$ cat src/hw/rtl/bsw_pkg.sv
package bsw_pkg;

    localparam int DEF_MAX_COLS     = 256;
    localparam int DEF_MAX_ROWS     = 256;
    localparam int DEF_CHANNEL_BITS = 16;

    localparam int FRAC_BITS = 16;
    localparam int COORD_W   = 20;
    localparam int CFG_W     = 9;
    localparam int CFG_IDX_W = 2;
    localparam int PIX_W     = 8;
    localparam int IN_CH_W   = 16;
    localparam int OUT_CH_W  = 16;

    // u*w with w as a signed operand one bit wider
    localparam int PROD_W  = COORD_W + CFG_W + 1;
    localparam int FLR_W   = PROD_W - FRAC_BITS;
    localparam int MAG_W   = FLR_W;
    localparam int WT_W    = FRAC_BITS + 1;
    localparam int BLEND_W = 2 * FRAC_BITS + 1;

    localparam logic [CFG_IDX_W-1:0] REG_IMAGE_WIDTH  = 2'd0;
    localparam logic [CFG_IDX_W-1:0] REG_IMAGE_HEIGHT = 2'd1;

    localparam logic [CFG_W-1:0] RST_IMAGE_WIDTH  = 9'd256;
    localparam logic [CFG_W-1:0] RST_IMAGE_HEIGHT = 9'd256;

    localparam logic [WT_W-1:0]          ONE_FX  = 17'h10000;
    localparam logic signed [PROD_W-1:0] HALF_FX = PROD_W'(32768);

    localparam logic CMD_WRITE  = 1'b0;
    localparam logic CMD_SAMPLE = 1'b1;

    typedef enum logic [2:0] {
        S_IDLE,
        S_PROD,
        S_SPLIT,
        S_MOD,
        S_WRAP,
        S_FETCH,
        S_DRAIN,
        S_OUT
    } t_state;

    typedef struct packed {
        logic       accept;
        logic       sample;
        logic       split;
        logic       wrap;
        logic       fetch;
        logic [1:0] nbr;
        logic       out_load;
    } t_cmd;

    typedef struct packed {
        logic zero;
        logic mod_busy;
    } t_status;

endpackage

$ cat src/hw/rtl/bsw_ctrl.sv
module bsw_ctrl (
    input  logic             i_clk,
    input  logic             i_rst_n,
    input  logic             i_valid,
    input  logic             i_command,
    input  logic             i_ready,
    input  bsw_pkg::t_status i_status,
    output logic             o_ready,
    output logic             o_valid,
    output bsw_pkg::t_cmd    o_cmd
);

    localparam logic [1:0] NBR_LAST   = 2'd3;
    localparam logic [1:0] DRAIN_LAST = 2'd1;

    bsw_pkg::t_state r_state;
    bsw_pkg::t_state n_state;
    logic [1:0]      r_cnt;
    logic [1:0]      n_cnt;
    logic            r_out_vld;
    logic            out_free;

    assign out_free = !r_out_vld || i_ready;

    always_ff @(posedge i_clk) begin
        if (!i_rst_n) begin
            r_state   <= bsw_pkg::S_IDLE;
            r_cnt     <= '0;
            r_out_vld <= 1'b0;
        end else begin
            r_state <= n_state;
            r_cnt   <= n_cnt;
            if (o_cmd.out_load) begin
                r_out_vld <= 1'b1;
            end else if (i_ready) begin
                r_out_vld <= 1'b0;
            end
        end
    end

    always_comb begin
        n_state = r_state;
        n_cnt   = r_cnt;
        o_cmd   = '0;
        unique case (r_state)
            bsw_pkg::S_IDLE: begin
                if (i_valid) begin
                    o_cmd.accept = 1'b1;
                    if (i_command == bsw_pkg::CMD_SAMPLE) begin
                        o_cmd.sample = 1'b1;
                        n_state      = bsw_pkg::S_PROD;
                    end
                end
            end
            bsw_pkg::S_PROD: begin
                n_state = bsw_pkg::S_SPLIT;
            end
            bsw_pkg::S_SPLIT: begin
                o_cmd.split = 1'b1;
                n_state     = i_status.zero ? bsw_pkg::S_OUT : bsw_pkg::S_MOD;
            end
            bsw_pkg::S_MOD: begin
                if (!i_status.mod_busy) begin
                    n_state = bsw_pkg::S_WRAP;
                end
            end
            bsw_pkg::S_WRAP: begin
                o_cmd.wrap = 1'b1;
                n_cnt      = '0;
                n_state    = bsw_pkg::S_FETCH;
            end
            bsw_pkg::S_FETCH: begin
                o_cmd.fetch = 1'b1;
                o_cmd.nbr   = r_cnt;
                n_cnt       = r_cnt + 2'd1;
                if (r_cnt == NBR_LAST) begin
                    n_cnt   = '0;
                    n_state = bsw_pkg::S_DRAIN;
                end
            end
            bsw_pkg::S_DRAIN: begin
                n_cnt = r_cnt + 2'd1;
                if (r_cnt == DRAIN_LAST) begin
                    n_state = bsw_pkg::S_OUT;
                end
            end
            bsw_pkg::S_OUT: begin
                if (out_free) begin
                    o_cmd.out_load = 1'b1;
                    n_state        = bsw_pkg::S_IDLE;
                end
            end
            default: begin
                n_state = bsw_pkg::S_IDLE;
            end
        endcase
    end

    assign o_ready = (r_state == bsw_pkg::S_IDLE);
    assign o_valid = r_out_vld;

endmodule

$ cat config.mk
export PLATFORM = sky130hd
export DESIGN_NAME = bsw_ctrl
export DESIGN_NICKNAME = d
export VERILOG_FILES = /design/src/hw/rtl/bsw_pkg.sv /design/src/hw/rtl/bsw_ctrl.sv
export SDC_FILE = /design/constraint.sdc
export NUM_CORES = 1
export LEC_CHECK = 0
export BUFFER_PORTS_ARGS = -buffer_cell sky130_fd_sc_hd__buf_2
export CORE_AREA = 2 2 39 41
export CTS_CLUSTER_SIZE = 40
export DETAILED_ROUTE_END_ITERATION = 8
export DIE_AREA = 0 0 41 43
export HOLD_SLACK_MARGIN = 0.12
export PLACE_DENSITY = 0.67
export SETUP_SLACK_MARGIN = 0.02
export SLEW_MARGIN = 20
export SYNTH_ARGS = -nofsm -noshare
export SYNTH_HDL_FRONTEND = slang
export SYNTH_SLANG_ARGS = --single-unit
$ cat constraint.sdc
create_clock -name i_clk -period 2 [get_ports i_clk]
set_clock_uncertainty 0.1 [all_clocks]
set_input_delay 0.1 -clock i_clk [delete_from_list [all_inputs] [get_ports i_clk]]
set_output_delay 0.1 -clock i_clk [all_outputs]
set_load 0.02 [all_outputs]
==> results of run 1 <==
==> registers in the layout, indices dropped and copies added (netlist names) <==
name     cells
o_valid      1
r_cnt        2
r_state      3
==> per-layer routing <==
layer,wire length (µm),vias to the layer above
li1,-,236
met1,442,185
met2,401,11
met3,47,4
met4,34,0
met5,0,-
==> layout make-up <==
| class | instances | area [µm²] |
|---|---|---|
| fillers | 157 | 781 |
| multi-input cells | 47 | 325 |
| flip-flops and latches | 6 | 120 |
| repair buffers | 18 | 100 |
| clock buffers | 3 | 22.5 |
| well taps | 16 | 20.0 |
| inverters | 4 | 15.0 |
==> power groups by stage <==
| stage | sequential [mW] | clock, mW | combinational, mW |
|---|---|---|---|
| finish | 0.184 | 0.109 | 0.372 |
| floorplan | 0.170 | 0 | 0.296 |
| global placement | 0.184 | 0 | 0.367 |
| global route | 0.191 | 0.123 | 0.424 |
| detailed placement | 0.186 | 0 | 0.370 |
| CTS | 0.184 | 0.116 | 0.375 |
==> Yosys cell counts <==
library cell,count
buf_2,1
and2_1,4
a21boi_1,1
and3b_1,1
nor2b_1,6
mux2i_1,3
dfxtp_1,6
o211ai_1,1
and3_1,3
a21oi_1,1
o31ai_2,1
ha_1,6
nand2b_1,1
nand3_2,1
o21ai_0,2
o21ai_1,3
buf_1,1
o31ai_1,1
inv_1,4
nand2_1,10
a21boi_0,1
nor2_1,1
==> worst min path at each step <==
| stage | startpoint | slack [ps] | to | cells past startpoint |
|---|---|---|---|---|
| floorplan | i_ready | 200 | o_valid$_SDFFE_PN0P_ | 2 |
| global placement | i_ready | 310 | o_valid$_SDFFE_PN0P_ | 3 |
| detailed placement | i_rst_n | 330 | r_state[2]$_SDFFE_PN0P_ | 3 |
| CTS | i_valid | 200 | r_state[2]$_SDFFE_PN0P_ | 5 |
| global route | i_command | 250 | r_state[1]$_SDFFE_PN0P_ | 5 |
| finish | i_valid | 200 | r_state[2]$_SDFFE_PN0P_ | 5 |
==> critical path: stages (launching register included) <==
cell and delay (ps):
dfxtp_1 390, inv_1 80, ha_1 230, nor2b_1 160, and3_1 200, buf_2 150
==> stage by stage <==
stage                     util, %  total power, mW  hold slack [ps]
final                        43.6            0.665              204
after global routing         43.6            0.738              249
after CTS                    43.6            0.675              197
after detailed placement     40.5            0.556              328
after global placement       40.5            0.551              311
after floorplan                 -            0.466              202
==> kinds of logic after synthesis <==
| logic type | count (synthesis) | synth area share [%] |
|---|---|---|
| simple gates | 27 | 31.5 |
| compound gates | 11 | 15.5 |
| buf+inv | 6 | 5.06 |
| fa+ha+maj | 6 | 16.0 |
| flops | 6 | 25.6 |
| mux | 3 | 6.40 |
==> flow_summary.yaml, run 1 <==
placement:
  gp_congestion: 0.771
  place_hpwl_um: 725
  io_buffers: 16
  dp.cells: 89
  pre_cts_slack_ps: 445
  place_area_um2: 561
clocking:
  cts_tree: "done"
  cts.repair.resized: 0
  root_buffer: "clkbuf_4"
  cts_made_buffers: 3
  cts-hold-fix-buffers: 2
  cts_setup_buffers: 0
  clkTransAtPathRegs_ps: 40
  worstSkewPairLatency_ps: 240
  htree_levels: 1
  clockBufferDepth: 2
  numClockSinks: 6
outcome:
  outcome: "finished clean"
die:
  fp.dieW_um: 41
  start_util_pct: 33.9
  coreArea_um2: 1380
  io_pins: 17
  chipHeight_um: 43
  rows: 14
  dieArea_um2: 1760
global_routing:
  grt_pass1_vias: 376
  globalRouteMet2Util_pct: 18.8
  busiest_layer: "met2"
  antenna_found_initial: 0
  grt_use_total_pct: 13.9
  grt_max_degree: 16
  grt_util_met1_pct: 17.5
  grt_pass1_wl_mm: 1.59
  grt_overflow_total: 0
  met3_usage_pct: 1.57
hold_path:
  hold_path_class: "input port to flip-flop"
critical_path:
  crit_required_ps: 1800
  reg2reg_from: "r_state[0]$_SDFFE_PN0P_"
  rr_endpoint: "r_state[0]$_SDFFE_PN0P_"
  r2r_setup_slack_ps: 430
  endpoint_kind: "output pin"
  cp_max_fo: 4
  cp-endpoint: "o_cmd[6]"
  criticalPathCategory: "flip-flop to output pin"
  cp_data_arrival_time_ps: 1450
  startpoint_type: "flip-flop"
  cp-startpoint: "r_state[0]$_SDFFE_PN0P_"
  reg2reg_depth: 6
synth:
  synth.net_count: 72
  synth_top_area_share_pct: 25.6
  synth_largest_area_cell: "dfxtp_1"
  synth_seq_area_share_pct: 25.6
  yosysWarnings: 0
  yosys-top-cells-area: "dfxtp_1, ha_1, nand2_1, nor2b_1, mux2i_1"
  ys_ff_latch: 6
  netlist_area_um2: 469
  yosysUniqueCellTypes: 22
  synth_cells: 59
  synth.avg_cell_area_um2: 7.95
power_and_ir_drop:
  ir_drop_uv: 446
  clkPwrFrac_pct: 16.4
  power_per_cell_area_nw_per_um2: 1100
  combPwrFrac_pct: 55.9
  pwr-share-seq_pct: 27.7
  p_sw_share_pct: 45.1
  leakagePower_nw: 0.318
  switching_power_mw: 0.300
  p_int_mw: 0.365
finish:
  syn_to_final_growth_pct: 28.5
  final_area_um2: 603
  drive_gt1_share_pct: 26.9
  final_cells: 94
  antennaDiodeCount: 0
  layout.cells.most_common: "buf_2"
  final_cell_mix: "buf_2, nand2_1, nor2b_1, ha_1, dfxtp_1"
  nets: 93
timing:
  finalMaxSlewViolations: 0
  tns_ps: 0
  setup_ws_ps: 350
  post-route-min-period_ps: 1650
  max_freq_ghz: 0.606
  worstMarginPinSlew_ps: 395
  post-route-period-util_pct: 82.5
  finalSetupViolations: 0
  rsz0062_at_grt: "no"
  slew_headroom_pct: 73.6
  hold_viol_final: 0
drt:
  drt-total-wl_um: 925
  drtIter0Drc: 2
  routed-via-count: 436
  wl_per_cell_um: 9.84
  ant_nets: 0
  vias_per_cell: 4.64
  drt_pass1_iterations: 2
  drcViolationCount: 0
job:
  maxCapViolCount: 0
Note: power is estimated with default switching activity, not from simulation.
==> run 2, diff against run 1 <==
--- a/config.mk
+++ b/config.mk
@@ -11,7 +11,7 @@
 export DETAILED_ROUTE_END_ITERATION = 8
 export DIE_AREA = 0 0 41 43
 export HOLD_SLACK_MARGIN = 0.12
-export PLACE_DENSITY = 0.67
+export PLACE_DENSITY = 0.69
 export SETUP_SLACK_MARGIN = 0.02
 export SLEW_MARGIN = 20
 export SYNTH_ARGS = -nofsm -noshare
==> constraint.sdc (replaced) <==
create_clock -name i_clk -period 1.3 [get_ports i_clk]
set_clock_uncertainty 0.1 [all_clocks]
set_input_delay 0.065 -clock i_clk [delete_from_list [all_inputs] [get_ports i_clk]]
set_output_delay 0.065 -clock i_clk [all_outputs]
set_load 0.02 [all_outputs]
==> flow_summary.yaml, run 2 (synthesis gave the netlist of run 1 again) <==
die:
  start_util_pct: 33.9
  chipHeight_um: 43
  io_pins: 17
  rows: 14
  dieArea_um2: 1760
  fp.dieW_um: 41
  coreArea_um2: 1380
hold_path:
  min_from: "i_ready"
  whs_path_depth: 3
  hold_path_class: "input port to flip-flop"
  min_to: "o_valid$_SDFFE_PN0P_"
critical_path:
  rr_endpoint: "r_state[0]$_SDFFE_PN0P_"
  crit_chain: "inv_4 > ha_4 > nor2b_4 > and3_4 > buf_6"
  slowest_delay_ps: 360
  criticalPathCategory: "flip-flop to output pin"
  slowest_stage: "dfxtp_4"
  cpLargestDelayFamily: "flip-flops"
  reg2reg_depth: 7
  path_buf_inv: 2
  cp_max_fo: 4
  reg2reg_from: "r_state[1]$_SDFFE_PN0P_"
  cp_data_arrival_time_ps: 1290
  endpoint_kind: "output pin"
  startpoint_type: "flip-flop"
  crit_required_ps: 1130
  r2r_setup_slack_ps: -130
drt:
  routed-via-count: 507
  drt-total-wl_mm: 1.24
  drtIter0Drc: 2
  vias_per_cell: 4.92
  ant_nets: 0
  drcViolationCount: 0
  wl_per_cell_um: 12.0
  drt_pass1_iterations: 4
job:
  maxCapViolCount: 0
finish:
  drive_gt1_share_pct: 57.5
  layout.cells.most_common: "nand2_1"
  final_cell_mix: "nand2_1, buf_6, buf_2, buf_4"
  final_cells: 103
  fin_util_pct: 61.1
  nets: 101
  largest_reg_flops: 3
  syn_to_final_growth_pct: 80.3
  antennaDiodeCount: 0
  top_register: "r_state"
timing:
  setup_ws_ps: -157
  post-route-min-period_ps: 1460
  max_freq_ghz: 0.686
  worstMarginPinSlew_ps: 277
  slew_headroom_pct: 81.3
  finalSetupViolations: 12
  rsz0062_at_grt: "yes"
  tns_ps: -1180
  hold_viol_final: 0
  finalMaxSlewViolations: 0
  post-route-period-util_pct: 112
clocking:
  clockBufferDepth: 2
  worstSkewPairLatency_ps: 260
  cts_tree: "done"
  cts-hold-fix-buffers: 1
  htree_levels: 1
  root_buffer: "clkbuf_4"
  cts_made_buffers: 3
  clkTransAtPathRegs_ps: 50
  numClockSinks: 6
global_routing:
  antenna_found_initial: 0
  grt_overflow_total: 0
  grt_pass1_wl_mm: 1.99
  grt_use_total_pct: 17.1
  grt_max_degree: 12
  grt_pass1_vias: 464
placement:
  io_buffers: 16
  dp.cells: 93
  gp_congestion: 0.714
  place_hpwl_um: 847
power_and_ir_drop:
  ir_drop_uv: 961
  leakagePower_nw: 0.384
  power_per_cell_area_nw_per_um2: 1950
outcome:
  outcome: "finished, violations left"
  failed_checks: "negative setup slack"
==> run 2: cell types whose count changed in the layout (fill, tap and decap cells not counted), moves of 3 or more <==
cell     previous run  this run
buf_2              16         8
and3_4              0         3
nor2b_4             0         4
and3_1              3         0
buf_4               0         8
buf_6               0         9
ha_4                0         4
ha_1                6         2
nor2b_1             6         2
dfxtp_1             6         2
==> run 2: worst min-delay path: cells and delay by family <==
kind,cells,cell delay [ps]
AO/OA/AOI/OAI,1,80
buffers and inverters,1,80
AND/OR/NAND/NOR,1,110
==> run 2: area by class of cell <==
class | count | area, µm²
well taps | 16 | 20.0
multi-input cells | 47 | 438
flip-flops and latches | 6 | 130
repair buffers | 26 | 211
clock buffers | 4 | 26.3
fillers | 107 | 538
inverters | 4 | 20.0
==> run 2: worst max path at each step <==
stage / from / endpoint / slack (ps) / cells after the start
after floorplan: r_state[1]$_SDFFE_PN0P_ / r_state[1]$_SDFFE_PN0P_ / -30 / 6
after global placement: r_state[1]$_SDFFE_PN0P_ / r_state[0]$_SDFFE_PN0P_ / -80 / 6
after detailed placement: r_state[0]$_SDFFE_PN0P_ / r_state[0]$_SDFFE_PN0P_ / -100 / 6
after CTS: r_state[0]$_SDFFE_PN0P_ / o_cmd[6] / -150 / 5
after global routing: r_state[0]$_SDFFE_PN0P_ / o_cmd[6] / -220 / 5
final: r_state[0]$_SDFFE_PN0P_ / o_cmd[6] / -160 / 5
==> run 2: where the power goes <==
part	leakage [nW]	switching, mW	internal, mW
logic	0.318	0.527	0.598
clock network	0.0150	0.0910	0.118
registers	0.0511	0.0691	0.245
==> run 2: layer usage <==
layer	global-route usage, %	up-vias	part of all wire [%]
met5	0	-	0
met4	10.0	0	2.8
met3	1.57	2	3.2
met2	30.0	14	53
met1	18.1	235	41
li1	-	256	-
==> run 2: timing repair <==
action | 4_1_cts | 5_1_grt
pin swaps | 8 | 3
gates resized for setup | 29 | 6
hold endpoints to repair | 6 | 1
setup buffers | 5 | 0
setup endpoints to repair | 13 | 14
==> run 2: metrics by stage <==
step | hold WS [ps] | power [mW] | setup slack, ps | instance area [µm²]
2_1_floorplan | 167 | 0.907 | -29.7 | 533
3_3_place_gp | 275 | 1.12 | -76.4 | 654
3_5_place_dp | 292 | 1.14 | -100 | 654
4_1_cts | 15.9 | 1.59 | -149 | 826
5_1_grt | 74.6 | 1.77 | -218 | 846
6_report | 22.6 | 1.65 | -157 | 846
==> run 3, diff against run 2 <==
--- a/config.mk
+++ b/config.mk
@@ -12,7 +12,7 @@
 export DIE_AREA = 0 0 41 43
 export HOLD_SLACK_MARGIN = 0.12
 export PLACE_DENSITY = 0.69
-export SETUP_SLACK_MARGIN = 0.02
+export SETUP_SLACK_MARGIN = 0.5
 export SLEW_MARGIN = 20
 export SYNTH_ARGS = -nofsm -noshare
 export SYNTH_HDL_FRONTEND = slang
==> flow_summary.yaml, run 3 (synthesis gave the netlist of run 1 again) <==
outcome:
  outcome: "finished, violations left"
  failed_checks: "negative setup slack"
timing:
  post-route-min-period_ps: 1450
  post-route-period-util_pct: 111
  rsz0062_at_grt: "yes"
  hold_viol_final: 0
  tns_ps: -1310
  worstMarginPinSlew_ps: 235
  whs_ps: 19.8
  finalSetupViolations: 14
  setup_ws_ps: -149
  finalMaxSlewViolations: 0
  slew_headroom_pct: 84.3
  max_freq_ghz: 0.690
drt:
  vias_per_cell: 4.89
  drt-total-wl_mm: 1.28
  routed-via-count: 504
  wl_per_cell_um: 12.4
  drt_pass1_iterations: 2
  drcViolationCount: 0
  ant_nets: 0
  drtIter0Drc: 6
power_and_ir_drop:
  ir_drop_uv: 843
  power_per_cell_area_nw_per_um2: 1940
  finalPower_mw: 1.70
  leakagePower_nw: 0.401
critical_path:
  crit_required_ps: 1130
  criticalPathCategory: "flip-flop to output pin"
  slowest_delay_ps: 360
  reg2reg_depth: 6
  crit_chain: "inv_4 > ha_4 > nor2b_4 > and3_4 > buf_6"
  cp_data_arrival_time_ps: 1280
  cpLargestDelayFamily: "flip-flops"
  startpoint_type: "flip-flop"
  r2r_setup_slack_ps: -110
  cp_max_fo: 4
  slowest_stage: "dfxtp_4"
  reg2reg_from: "r_state[0]$_SDFFE_PN0P_"
  rr_endpoint: "r_state[0]$_SDFFE_PN0P_"
  cp.depth: 5
  path_buf_inv: 2
  endpoint_kind: "output pin"
placement:
  place_hpwl_um: 836
  io_buffers: 16
  place_area_um2: 687
  dp.cells: 94
  gp_congestion: 0.751
clocking:
  cts_made_buffers: 3
  clkTransAtPathRegs_ps: 50
  root_buffer: "clkbuf_4"
  htree_levels: 1
  numClockSinks: 6
  clockBufferDepth: 2
  cts_tree: "done"
  worstSkewPairLatency_ps: 250
hold_path:
  hold_path_class: "input port to flip-flop"
  min_to: "o_valid$_SDFFE_PN0P_"
  min_from: "i_ready"
  whs_path_depth: 3
finish:
  final_area_um2: 877
  largest_reg_flops: 3
  top_register: "r_state"
  layout.cells.most_common: "buf_6"
  nFillCells: 105
  nets: 101
  drive_gt1_share_pct: 64.4
  final_cells: 103
  final_cell_mix: "buf_6, nand2_1, buf_2, buf_4, nor2b_4"
  antennaDiodeCount: 0
  syn_to_final_growth_pct: 86.9
global_routing:
  grt_pass1_vias: 521
  grt_use_total_pct: 17.6
  grt_overflow_total: 0
  grt_max_degree: 12
  antenna_found_initial: 0
  grt_pass1_wl_mm: 1.99
die:
  rows: 14
  start_util_pct: 33.9
  dieArea_um2: 1760
  fp.dieW_um: 41
  chipHeight_um: 43
  io_pins: 17
  coreArea_um2: 1380
job:
  maxCapViolCount: 0
## run 3: cell types whose count changed in the layout (fill, tap and decap cells not counted), sizes merged
cell,change
buf,+1
dlygate4sd3,-1
## run 3: stage by stage
| step | util, % | setup slack [ps] |
|---|---|---|
| 6_report | 63.4 | -149 |
| 5_1_grt | 63.4 | -209 |
| 4_1_cts | 60.4 | -157 |
| 3_5_place_dp | 49.6 | -100 |
| 3_3_place_gp | 49.6 | -82.9 |
| 2_1_floorplan | - | -29.4 |
## run 3: layout make-up
| type | count | area, µm² | share of cell area (%) |
|---|---|---|---|
| multi-input cells | 47 | 458 | 52.2 |
| repair buffers | 26 | 223 | 25.4 |
| flip-flops and latches | 6 | 130 | 14.8 |
| clock buffers | 4 | 26.3 | 3.00 |
| inverters | 4 | 20.0 | 2.28 |
| well taps | 16 | 20.0 | 2.28 |
## run 3: repair_timing
action	CTS	global route
gates resized for setup	31	9
hold endpoints to repair	6	6
setup endpoints to repair	16	16
setup buffers	4	1
cloned	0	0
pin swaps	4	6
## run 3: how the worst max path moves through the flow
stage / from / to / slack (ps)
4_1_cts: r_state[0]$_SDFFE_PN0P_ / o_cmd[6] / -160
5_1_grt: r_state[0]$_SDFFE_PN0P_ / o_cmd[6] / -210
3_5_place_dp: r_state[1]$_SDFFE_PN0P_ / r_state[0]$_SDFFE_PN0P_ / -100
2_1_floorplan: r_state[1]$_SDFFE_PN0P_ / r_state[1]$_SDFFE_PN0P_ / -30
3_3_place_gp: r_state[1]$_SDFFE_PN0P_ / r_state[0]$_SDFFE_PN0P_ / -80
6_report: r_state[0]$_SDFFE_PN0P_ / o_cmd[6] / -150
## run 3: per-layer routing
layer	track usage, %	vias to the layer above	share of wire, %
met4	14.0	0	2.0
li1	-	255	-
met3	4.71	2	3.7
met1	15.2	235	41
met2	30.6	12	54
met5	0	-	0
## run 3: worst min-delay path, stage by stage
cell and delay [ps]:
buf_2 80, nand2b_1 120, a21boi_1 60
## run 3: report_power, final
group	switching (mW)	internal (mW)	leakage [nW]
registers	0.0650	0.245	0.0511
logic	0.555	0.647	0.335
clock network	0.0721	0.117	0.0150
total	0.692	1.01	0.401
